--- config.mk ---
export PLATFORM = sky130hd
export DESIGN_NAME = irc_message_tokenizer_unit_flat
export DESIGN_NICKNAME = d
export VERILOG_FILES = /design/src/hw/rtl/irc_tok_pkg.sv /design/src/hw/rtl/irc_tok_if.sv /design/src/hw/rtl/irc_message_tokenizer_unit.sv /design/src/hw/rtl/irc_tok_parse.sv /design/src/flat_wrapper.sv
export SDC_FILE = /design/constraint.sdc
export NUM_CORES = 1
export LEC_CHECK = 0
export BUFFER_PORTS_ARGS = -buffer_cell sky130_fd_sc_hd__buf_2
export CORE_MARGIN = 1
export CORE_UTILIZATION = 56
export CTS_CLUSTER_DIAMETER = 120
export DETAILED_ROUTE_END_ITERATION = 8
export PLACE_DENSITY = 0.74
export SYNTH_ARGS = -nofsm -noshare
export SYNTH_HDL_FRONTEND = slang
export SYNTH_SLANG_ARGS = --single-unit
--- constraint.sdc ---
create_clock -name clk -period 5.68 [get_ports clk]
set_input_delay 1.136 -clock clk [delete_from_list [all_inputs] [get_ports clk]]
set_output_delay 1.136 -clock clk [all_outputs]
set_load 0.02 [all_outputs]
--- src/hw/rtl/irc_tok_pkg.sv ---
// Shared types and constants for the IRC message tokenizer.
// No dependencies; every other file of the block but the assertion macro header imports this package.
package irc_tok_pkg;

  localparam int MAX_PARAMS = 16;
  // Highest parameter index; the 4-bit index field caps it at 15.
  localparam logic [3:0] PARAM_LIMIT =
    4'(((MAX_PARAMS - 1) > 15) ? 15 : (MAX_PARAMS - 1));

  localparam logic [7:0] SPACE_CHAR = 8'h20;
  localparam logic [7:0] COLON_CHAR = 8'h3A;

  localparam int FIFO_DEPTH = 4;
  localparam int FIFO_AW    = $clog2(FIFO_DEPTH);
  localparam int FIFO_CW    = $clog2(FIFO_DEPTH + 1);

  typedef enum logic [1:0] {
    KIND_DATA      = 2'd0,
    KIND_TOKEN_END = 2'd1,
    KIND_MSG_END   = 2'd2
  } kind_t;

  typedef enum logic [1:0] {
    FIELD_PREFIX  = 2'd0,
    FIELD_COMMAND = 2'd1,
    FIELD_PARAM   = 2'd2
  } field_t;

  typedef enum logic [1:0] {
    PH_START = 2'd0,
    PH_CMD   = 2'd1,
    PH_PARAM = 2'd2
  } phase_t;

  typedef struct packed {
    kind_t      kind;
    field_t     field;
    logic [3:0] param_index;
    logic [7:0] out_byte;
    logic       last_of_run;
  } result_t;

  // Up to two results caused by one input byte.
  typedef struct packed {
    logic [1:0] count;
    result_t    res0;
    result_t    res1;
  } step_t;

endpackage

--- src/hw/rtl/irc_tok_if.sv ---
// Channel interfaces of the IRC message tokenizer: byte input and token output.
// Depends on irc_tok_pkg.
interface irc_tok_in_if import irc_tok_pkg::*; ();
  logic       valid;
  logic       ready;
  logic [7:0] data_byte;
  logic       is_terminator;

  modport source (output valid, output data_byte, output is_terminator, input ready);
  modport sink   (input valid, input data_byte, input is_terminator, output ready);
endinterface

interface irc_tok_out_if import irc_tok_pkg::*; ();
  logic       valid;
  logic       ready;
  kind_t      kind;
  field_t     field;
  logic [3:0] param_index;
  logic [7:0] out_byte;
  logic       last_of_run;

  modport source (output valid, output kind, output field, output param_index,
                  output out_byte, output last_of_run, input ready);
  modport sink   (input valid, input kind, input field, input param_index,
                  input out_byte, input last_of_run, output ready);
endinterface

--- src/hw/rtl/irc_message_tokenizer_unit.sv ---
// Top level of the IRC message tokenizer: parser plus a four-entry result queue.
// Depends on irc_tok_pkg, irc_tok_if and irc_tok_parse.
//
// The block takes one message byte per clock cycle while in_ch.ready is high
// and emits tagged data bytes, token ends and message ends. A byte is decoded in
// the cycle it is accepted and its results are written into a four-entry result
// queue, whose head drives the output. Most bytes give zero or one result; a
// terminator that closes a token, or the first character after a gap in the
// trailing parameter, gives two, which leave the queue one after the other.
// in_ch.ready is high whenever the queue has at least two free entries, so with
// the output always ready the input sustains one byte per cycle, and the output
// port of the queue (one result per cycle) is what sets the long-term rate when
// two-result bytes come often. No memory needs clearing after reset.
module irc_message_tokenizer_unit import irc_tok_pkg::*; (
  input  logic  clk,
  input  logic  rst_n,
  irc_tok_in_if.sink    in_ch,
  irc_tok_out_if.source out_ch
);

  step_t               step;
  logic                in_fire;
  logic                out_fire;
  logic [FIFO_CW-1:0]  count_r,  count_nxt;
  logic [FIFO_AW-1:0]  wr_ptr_r, wr_ptr_nxt;
  logic [FIFO_AW-1:0]  rd_ptr_r, rd_ptr_nxt;
  logic [1:0]          push_n;
  result_t             fifo_mem [FIFO_DEPTH];
  result_t             head;

  assign in_ch.ready = (count_r <= FIFO_CW'(FIFO_DEPTH - 2));
  assign in_fire     = in_ch.valid && in_ch.ready;
  assign out_fire    = out_ch.valid && out_ch.ready;

  irc_tok_parse u_parse (
    .clk           (clk),
    .rst_n         (rst_n),
    .step_en       (in_fire),
    .data_byte     (in_ch.data_byte),
    .is_terminator (in_ch.is_terminator),
    .step          (step)
  );

  always_comb begin
    push_n     = in_fire ? step.count : 2'd0;
    wr_ptr_nxt = wr_ptr_r + FIFO_AW'(push_n);
    rd_ptr_nxt = rd_ptr_r + FIFO_AW'(out_fire);
    count_nxt  = count_r + FIFO_CW'(push_n) - FIFO_CW'(out_fire);
  end

  always_ff @(posedge clk) begin
    if (!rst_n) begin
      count_r  <= '0;
      wr_ptr_r <= '0;
      rd_ptr_r <= '0;
    end else begin
      count_r  <= count_nxt;
      wr_ptr_r <= wr_ptr_nxt;
      rd_ptr_r <= rd_ptr_nxt;
    end
  end

  always_ff @(posedge clk) begin
    if (push_n != 2'd0) fifo_mem[wr_ptr_r] <= step.res0;
    if (push_n == 2'd2) fifo_mem[wr_ptr_r + FIFO_AW'(1)] <= step.res1;
  end

  assign head               = fifo_mem[rd_ptr_r];
  assign out_ch.valid       = (count_r != '0);
  assign out_ch.kind        = head.kind;
  assign out_ch.field       = head.field;
  assign out_ch.param_index = head.param_index;
  assign out_ch.out_byte    = head.out_byte;
  assign out_ch.last_of_run = head.last_of_run;

endmodule

--- src/hw/rtl/irc_tok_parse.sv ---
// Parser state and per-byte decode of the IRC message tokenizer.
// Depends on irc_tok_pkg.
module irc_tok_parse import irc_tok_pkg::*; (
  input  logic       clk,
  input  logic       rst_n,
  input  logic       step_en,
  input  logic [7:0] data_byte,
  input  logic       is_terminator,
  output step_t      step
);

  phase_t     phase_r,  phase_nxt;
  logic       inside_r, inside_nxt;
  logic [3:0] pcount_r, pcount_nxt;
  logic       trail_r,  trail_nxt;
  logic       spend_r,  spend_nxt;

  field_t     cur_field;
  logic [3:0] cur_idx;
  result_t    cur_data;
  result_t    cur_tend;
  result_t    msg_end;

  always_comb begin
    case (phase_r)
      PH_START: cur_field = FIELD_PREFIX;
      PH_CMD:   cur_field = FIELD_COMMAND;
      default:  cur_field = FIELD_PARAM;
    endcase
    cur_idx = (cur_field == FIELD_PARAM) ? pcount_r : 4'd0;

    cur_data = '{kind: KIND_DATA, field: cur_field, param_index: cur_idx,
                 out_byte: data_byte, last_of_run: 1'b0};
    cur_tend = '{kind: KIND_TOKEN_END, field: cur_field, param_index: cur_idx,
                 out_byte: 8'd0, last_of_run: 1'b0};
    msg_end  = '{kind: KIND_MSG_END, field: FIELD_PREFIX, param_index: 4'd0,
                 out_byte: 8'd0, last_of_run: 1'b0};
  end

  always_comb begin
    phase_nxt  = phase_r;
    inside_nxt = inside_r;
    pcount_nxt = pcount_r;
    trail_nxt  = trail_r;
    spend_nxt  = spend_r;
    step.count = 2'd0;
    step.res0  = cur_data;
    step.res1  = cur_data;

    if (is_terminator) begin
      if (inside_r || trail_r) begin
        step.res0  = cur_tend;
        step.res1  = msg_end;
        step.count = 2'd2;
      end else begin
        step.res0  = msg_end;
        step.count = 2'd1;
      end
      phase_nxt  = PH_START;
      inside_nxt = 1'b0;
      pcount_nxt = 4'd0;
      trail_nxt  = 1'b0;
      spend_nxt  = 1'b0;
    end else if (data_byte == SPACE_CHAR) begin
      if (inside_r) begin
        // Inside the trailing parameter a gap only leaves a joining space behind.
        if (trail_r) begin
          spend_nxt = 1'b1;
        end else begin
          step.res0  = cur_tend;
          step.count = 2'd1;
          case (phase_r)
            PH_START: phase_nxt = PH_CMD;
            PH_CMD:   phase_nxt = PH_PARAM;
            default: begin
              if (pcount_r < PARAM_LIMIT) pcount_nxt = pcount_r + 4'd1;
            end
          endcase
        end
        inside_nxt = 1'b0;
      end
    end else if (inside_r) begin
      step.count = 2'd1;
    end else begin
      inside_nxt = 1'b1;
      case (phase_r)
        PH_START: begin
          // A leading colon opens the prefix and is stripped.
          if (data_byte != COLON_CHAR) begin
            phase_nxt       = PH_CMD;
            step.res0.field = FIELD_COMMAND;
            step.count      = 2'd1;
          end
        end
        PH_CMD: begin
          step.count = 2'd1;
        end
        default: begin
          if (trail_r) begin
            if (spend_r) begin
              step.res0.out_byte = SPACE_CHAR;
              step.count         = 2'd2;
            end else begin
              step.count = 2'd1;
            end
            spend_nxt = 1'b0;
          end else if (data_byte == COLON_CHAR) begin
            trail_nxt = 1'b1;
            spend_nxt = 1'b0;
          end else begin
            step.count = 2'd1;
          end
        end
      endcase
    end

    step.res0.last_of_run = (step.count == 2'd1);
    step.res1.last_of_run = 1'b1;
  end

  always_ff @(posedge clk) begin
    if (!rst_n) begin
      phase_r  <= PH_START;
      inside_r <= 1'b0;
      pcount_r <= 4'd0;
      trail_r  <= 1'b0;
      spend_r  <= 1'b0;
    end else if (step_en) begin
      phase_r  <= phase_nxt;
      inside_r <= inside_nxt;
      pcount_r <= pcount_nxt;
      trail_r  <= trail_nxt;
      spend_r  <= spend_nxt;
    end
  end

endmodule

--- src/flat_wrapper.sv ---
// flat-port wrapper written by rule: the top's interface ports become plain ports
module irc_message_tokenizer_unit_flat import irc_tok_pkg::*;
  (clk, rst_n, in_ch_valid, in_ch_data_byte, in_ch_is_terminator, in_ch_ready, out_ch_valid, out_ch_kind, out_ch_field, out_ch_param_index, out_ch_out_byte, out_ch_last_of_run, out_ch_ready);
  irc_tok_in_if in_ch_i ();
  irc_tok_out_if out_ch_i ();
  input  logic clk;
  input  logic rst_n;
  input wire logic [$bits(in_ch_i.valid)-1:0] in_ch_valid;
  input wire logic [$bits(in_ch_i.data_byte)-1:0] in_ch_data_byte;
  input wire logic [$bits(in_ch_i.is_terminator)-1:0] in_ch_is_terminator;
  output wire logic [$bits(in_ch_i.ready)-1:0] in_ch_ready;
  output wire logic [$bits(out_ch_i.valid)-1:0] out_ch_valid;
  output wire logic [$bits(out_ch_i.kind)-1:0] out_ch_kind;
  output wire logic [$bits(out_ch_i.field)-1:0] out_ch_field;
  output wire logic [$bits(out_ch_i.param_index)-1:0] out_ch_param_index;
  output wire logic [$bits(out_ch_i.out_byte)-1:0] out_ch_out_byte;
  output wire logic [$bits(out_ch_i.last_of_run)-1:0] out_ch_last_of_run;
  input wire logic [$bits(out_ch_i.ready)-1:0] out_ch_ready;
  assign in_ch_i.valid = in_ch_valid;
  assign in_ch_i.data_byte = in_ch_data_byte;
  assign in_ch_i.is_terminator = in_ch_is_terminator;
  assign in_ch_ready = in_ch_i.ready;
  assign out_ch_valid = out_ch_i.valid;
  assign out_ch_kind = out_ch_i.kind;
  assign out_ch_field = out_ch_i.field;
  assign out_ch_param_index = out_ch_i.param_index;
  assign out_ch_out_byte = out_ch_i.out_byte;
  assign out_ch_last_of_run = out_ch_i.last_of_run;
  assign out_ch_i.ready = out_ch_ready;
  irc_message_tokenizer_unit u_core (.clk(clk), .rst_n(rst_n), .in_ch(in_ch_i), .out_ch(out_ch_i));
endmodule
---- After elaboration in Yosys (flattened, before gate mapping) ----
Memory sizes are Yosys's and may differ from the RTL's. A register that Yosys moved wholly into a read port is not among the register bits.
Index checks and enable logic that the tools add are counted.
word-level totals
  bits in registers ....................... 16
  bits in latches ......................... 0
  RAM bits ................................ 68
  ROM bits ................................ 0
  bits of input ports ..................... 13
  output and inout port bits .............. 19
  word-level logic and storage cells ...... 114
  memories kept ........................... 1
memory list
  name             depth  bits a word  read ports  clocked after Yosys merged registers in  write ports  line                              RTL
  u_core.fifo_mem  4      17           1           1                                        2            irc_message_tokenizer_unit.sv:28  result_t fifo_mem [FIFO_DEPTH];
operators by class
  add/subtract/negate cells ............... 6
  multiply operators ...................... 0
  div/mod/pow operators ................... 0
  order comparisons ....................... 2
  equality and inequality tests ........... 17
  shift operators ......................... 0
  multiplexer cells ....................... 63
  bitwise logic cells ..................... 0
  reduce and logical (&&, ||, !) cells .... 17
operators with widths
  kind                 number
  $mux 8               5
  $mux 19              2
  $mux 18              2
  $mux 2               18
  $mux 17              2
  $mux 4               8
  $mux 1               23
  $eq 8x6->1 const B   2
  $pmux 2 s2           3
  $reduce_and 6->1     2
  $ne 3x3->1 const B   3
  $reduce_bool 3->1    3
  $ne 8x6->1 const B   1
  $reduce_bool 2->1    4
  $reduce_and 7->1     1
  $ne 2x2->1 const B   3
  $add 4x1->4 const B  1
  $eq 2x1->1 const B   2
  $eq 2x2->1 const B   2
  $lt 4x4->1 const B   1
  $ne 4x2->1 const B   1
  $reduce_and 4->1     1
  $reduce_bool 4->1    1
  $add 3x2->3          1
  other kinds (12)     13

---- Depth between registers and ports, before layout ----
  word-level depth ........................ 12
  mapped depth ............................ 13
  depth with buffers taken out ............ 11

---- By module ----
Synthesis repeated with hierarchy kept, for this count alone.
unflattened totals
  cell total of the unflattened synthesis .. 349
  area, all modules ....................... 4,737.0 um^2
by module, submodules not included
  module                      times used  cells an instance  area each (um^2)  seq. area each (um^2)
  irc_message_tokenizer_unit  1           223                3,826.2           2,182.1
  irc_tok_parse               1           126                910.9             180.2

---- Worst setup path after synthesis ----
No wires, ideal clock.
  kind .................................... input-to-reg
  start ................................... input in_ch_data_byte[2]
  end ..................................... register u_core.count_r[2]
  setup time .............................. 0.115 ns
  data arrival time ....................... 3.825 ns
  data required time ...................... 5.565 ns
  setup slack ............................. 1.740 ns
  stages on the path ...................... 13
  path buffers ............................ 2
  cell sequence ........................... or4b_4 -> or3_1 -> buf_6 -> a22o_1 -> and2_1 -> buf_2 -> inv_1 -> ha_1 -> inv_1 -> fa_1 -> xnor2_1 -> xnor2_1 -> and2_1
on the way
  cells in the longest elaborated chain, start to end .. 10
  elaborated cells between the ends (all ways) .. 13
  those cells by class .................... add/sub (2); eq/ne (3); mux (8)
ends and longest elaborated chain
  what                  line                              RTL
  from (decl)           flat_wrapper.sv:9                 input wire logic [$bits(in_ch_i.data_byte)-1:0] in_ch_data_byte;
  $eq 8x6->1            irc_tok_parse.sv:107              end else if (data_byte == COLON_CHAR) begin
  $mux 1                irc_tok_parse.sv:107
  $mux 2                irc_tok_parse.sv:99               if (trail_r) begin
  $pmux 2 s2            irc_tok_parse.sv:86               case (phase_r)
  $mux 2                irc_tok_parse.sv:82               end else if (inside_r) begin
  $mux 2 *              irc_tok_parse.sv:64               end else if (data_byte == SPACE_CHAR) begin
  $mux 19 *             irc_tok_parse.sv:50               if (is_terminator) begin
  $mux 2 *              irc_message_tokenizer_unit.sv:45  push_n = in_fire ? step.count : 2'd0;
  $add 3x2->3 *         irc_message_tokenizer_unit.sv:48  count_nxt = count_r + FIFO_CW'(push_n) - FIFO_CW'(out_fire);
  $sub 3x1->3 *         irc_message_tokenizer_unit.sv:48
  to (signal assigned)  irc_message_tokenizer_unit.sv:57  count_r <= count_nxt;
  to (decl)             irc_message_tokenizer_unit.sv:24  logic [FIFO_CW-1:0] count_r, count_nxt;
Every way passes the cells marked *; elsewhere a longest branch is shown, timed or not.
A chain may end at the register's enable or synchronous reset.

---- Worst setup path after layout ----
Ends and elaborated chain as after synthesis.

==> impl_metrics.yaml <==
status:
  status: "complete, no violations"
setup_path:
  critPathCaptureType: "flop"
  cp_slowest_cell: "or4b_4"
  crit_family: "simple AND/OR/NAND/NOR gates"
  timing.critical_path.buf_inv: 3
  worst-endpoint-required_ps: 5930
  path_cells: "buf_2 > or4b_4 > or3_1 > a22o_1 > and2_1 > inv_1 > ha_1 > inv_1 > fa_1 > xnor2_1 > xnor2_1 > and2_1"
  start_kind: "primary input"
  arrival_ps: 4180
  crit_path_max_incr_delay_ps: 550
  crit_type: "in -> reg"
  crit_path_max_fanout: 10
global_routing:
  gr-usage-all-layers_pct: 24.8
  grt_pass1_wl_um: 14200
  grt_pass1_vias: 2857
  antenna_found_initial: 0
  overflow: 0
  grt_max_degree: 19
timing:
  grt_setup_unrepaired: "false"
  setup_viol: 0
  slew_headroom_pct: 29.0
  finalSetupTns_ps: 0
  final-max-slew-violation-count: 0
  final.period_utilization_pct: 69.0
  finalClockSkew_ps: 16.2
  timing.final.crit_period_ps: 3920
  max_freq_ghz: 0.255
  worst_pin_slew_ps: 1060
  hold_violations: 0
placed_design:
  dp_hpwl_um: 6010
  port_buffers: 31
  gp_congestion: 0.953
floorplan:
  rows: 31
  die_height_um: 88.3
  initial_core_util_pct: 57.8
  io_pins: 32
  die_w_um: 88.3
  die-area_um2: 7790
  coreArea_um2: 7210
final_layout:
  multi_input_area_um2: 1750
  nets: 398
  drive_gt1_share_pct: 19.3
  fillers: 600
  fin_util_pct: 63.4
  seq_area_um2: 2280
  syn_to_final_growth_pct: 9.66
  n_antenna_cell: 0
power_and_ir_drop:
  vdd_drop_max_mv: 0.246
  pwr_density_cell_nw_per_um2: 392
  leakage_nw: 1.67
  total_power_w: 0.00179
routing:
  drcViolationCount: 0
  ant_nets: 0
  vias: 2899
  drt_iter0_drc: 275
  wl_per_cell_um: 18.3
  routed_wl_um: 8820
  routed_via_density: 6.01
  first_pass_iters: 5
synthesis:
  ys_async_sr_fraction_pct: 0
  yosys_register_bits: 84
  synth_ff_type: "edfxtp_1"
  avgSynthCellArea_um2: 11.9
  yosys.area.top_type_share_pct: 43.2
  synth_compound_area_share_pct: 10.9
  yosysWarnings: 0
  synth_mux_area_share_pct: 9.18
  ys_types: 48
  synth_xor_area_share_pct: 1.89
  synth_top_family_by_area: "simple AND/OR/NAND/NOR gates"
  yosys.area.top_type: "edfxtp_1"
  syn_nets: 370
  synthTopCellsByCount: "edfxtp_1, nor2b_1, dfxtp_1, nor2_1, nand2_1"
  synth-adder-area-share_pct: 2.28
  seq_area_frac_synth_pct: 54.7
  synthSimpleGateAreaFrac_pct: 17.6
  yosysMostFrequentCell: "edfxtp_1"
  synth-edff-count: 60
  syn-cell-area_um2: 4170
  synthCells: 350
  synth_area_leaders: "edfxtp_1, dfxtp_1, mux4_2"
clock_network:
  cts_buffers: 9
  cts_tree: "built"
  hold_buffers: 0
  clock_sinks: 84
  clockRootBuffer: "clkbuf_8"
  htree_num_levels: 3
  clk_pin_slew_ps: 90
  clock_latency_ps: 360
  cts_resized: 0
  clk_path_buf_depth: 2
  cts_setup_buffers: 0
flow_run:
  maxCapViolCount: 0
min_path:
  hp-class: "reg -> reg"
## where the power goes
group,leakage [nW],switching [W],total (W),internal [W]
registers,0.801,0.0000630,0.000812,0.000749
clock network,0.0887,0.000233,0.000398,0.000164
logic,0.783,0.000341,0.000582,0.000241
total,1.67,0.000637,0.00179,0.00116
## per-layer routing
metal | share of wire, % | GRT usage [%] | up-vias
li1 | - | - | 1352
met1 | 43 | 32.9 | 1398
met2 | 48 | 40.3 | 125
met3 | 6.1 | 5.13 | 24
met4 | 2.5 | 9.38 | 0
met5 | 0 | 0 | -
## per-stage QoR
step	cells	hold slack, ps	instance area, um^2	setup WS [ps]
final	482	466	4570	1760
after global routing	482	502	4570	1630
after CTS	482	469	4570	1800
after detailed placement	466	457	4390	1440
after global placement	466	454	4390	1520
after floorplan	350	437	4170	1740
## registers in the layout, indices dropped and copies added (netlist names)
| register | flops |
|---|---|
| u_core.count_r | 3 |
| u_core.fifo_mem | 68 |
| u_core.rd_ptr_r | 2 |
| u_core.u_parse.inside_r | 1 |
| u_core.u_parse.pcount_r | 4 |
| u_core.u_parse.phase_r | 2 |
| u_core.u_parse.spend_r | 1 |
| u_core.u_parse.trail_r | 1 |
| u_core.wr_ptr_r | 2 |
## placed cells by master, fill, tap and decap left out, types with 2 or more instances in the layout
cell type / n
a21oi_1: 11
nand2_1: 22
inv_1: 15
o21ai_0: 10
inv_6: 4
o221ai_1: 2
or2_2: 2
clkinv_1: 2
o21a_1: 4
dfxtp_1: 24
a31oi_1: 7
nand3_1: 12
ha_1: 6
nor3_1: 4
a41oi_2: 3
xor2_1: 4
edfxtp_1: 60
and2_1: 18
o22ai_1: 6
nor2_1: 23
a41o_1: 2
xnor2_1: 5
a211oi_1: 2
nor4_1: 4
clkbuf_8: 9
a2111oi_0: 2
or3_1: 5
buf_4: 3
nor2b_1: 41
buf_2: 31
a22o_1: 4
mux4_2: 17
## final cells by class
| type | instances | share of cell area (%) |
|---|---|---|
| Sequential cell | 84 | 49.9 |
| Multi-Input combinational cell | 233 | 38.3 |
| Timing Repair Buffer | 34 | 3.89 |
| Clock buffer | 9 | 2.71 |
| Tap cell | 99 | 2.71 |
| Inverter | 16 | 1.31 |
| Clock inverter | 7 | 1.20 |
## worst reg2reg max path, stage by stage (launching register included)
cell,delay [ps]
dfxtp_1,690
and4_1,340
a22o_1,230
and2_1,350
inv_1,170
ha_1,310
inv_1,50
fa_1,420
xnor2_1,140
xnor2_1,120
and2_1,160
## cell families after synthesis
family                     Yosys count
AOI/OAI and AO/OA                   63
xor gates and xnor gates             9
adders and majority gates            7
buffers and inverters               33
DFF                                 84
muxes                               17
and+or+nand+nor                    137
## final timing paths
check                                  from                     end  slack, ps  cells past startpoint
setup / recovery         in_ch_data_byte[2]       u_core.count_r[2]       1760                     12
setup reg to reg  u_core.u_parse.phase_r[1]       u_core.count_r[2]       2600                     10
hold / removal       u_core.fifo_mem[1][15]  u_core.fifo_mem[1][15]        470                      2
hold reg to reg      u_core.fifo_mem[1][15]  u_core.fifo_mem[1][15]        470                      2
(Power assumes the default switching activity.)
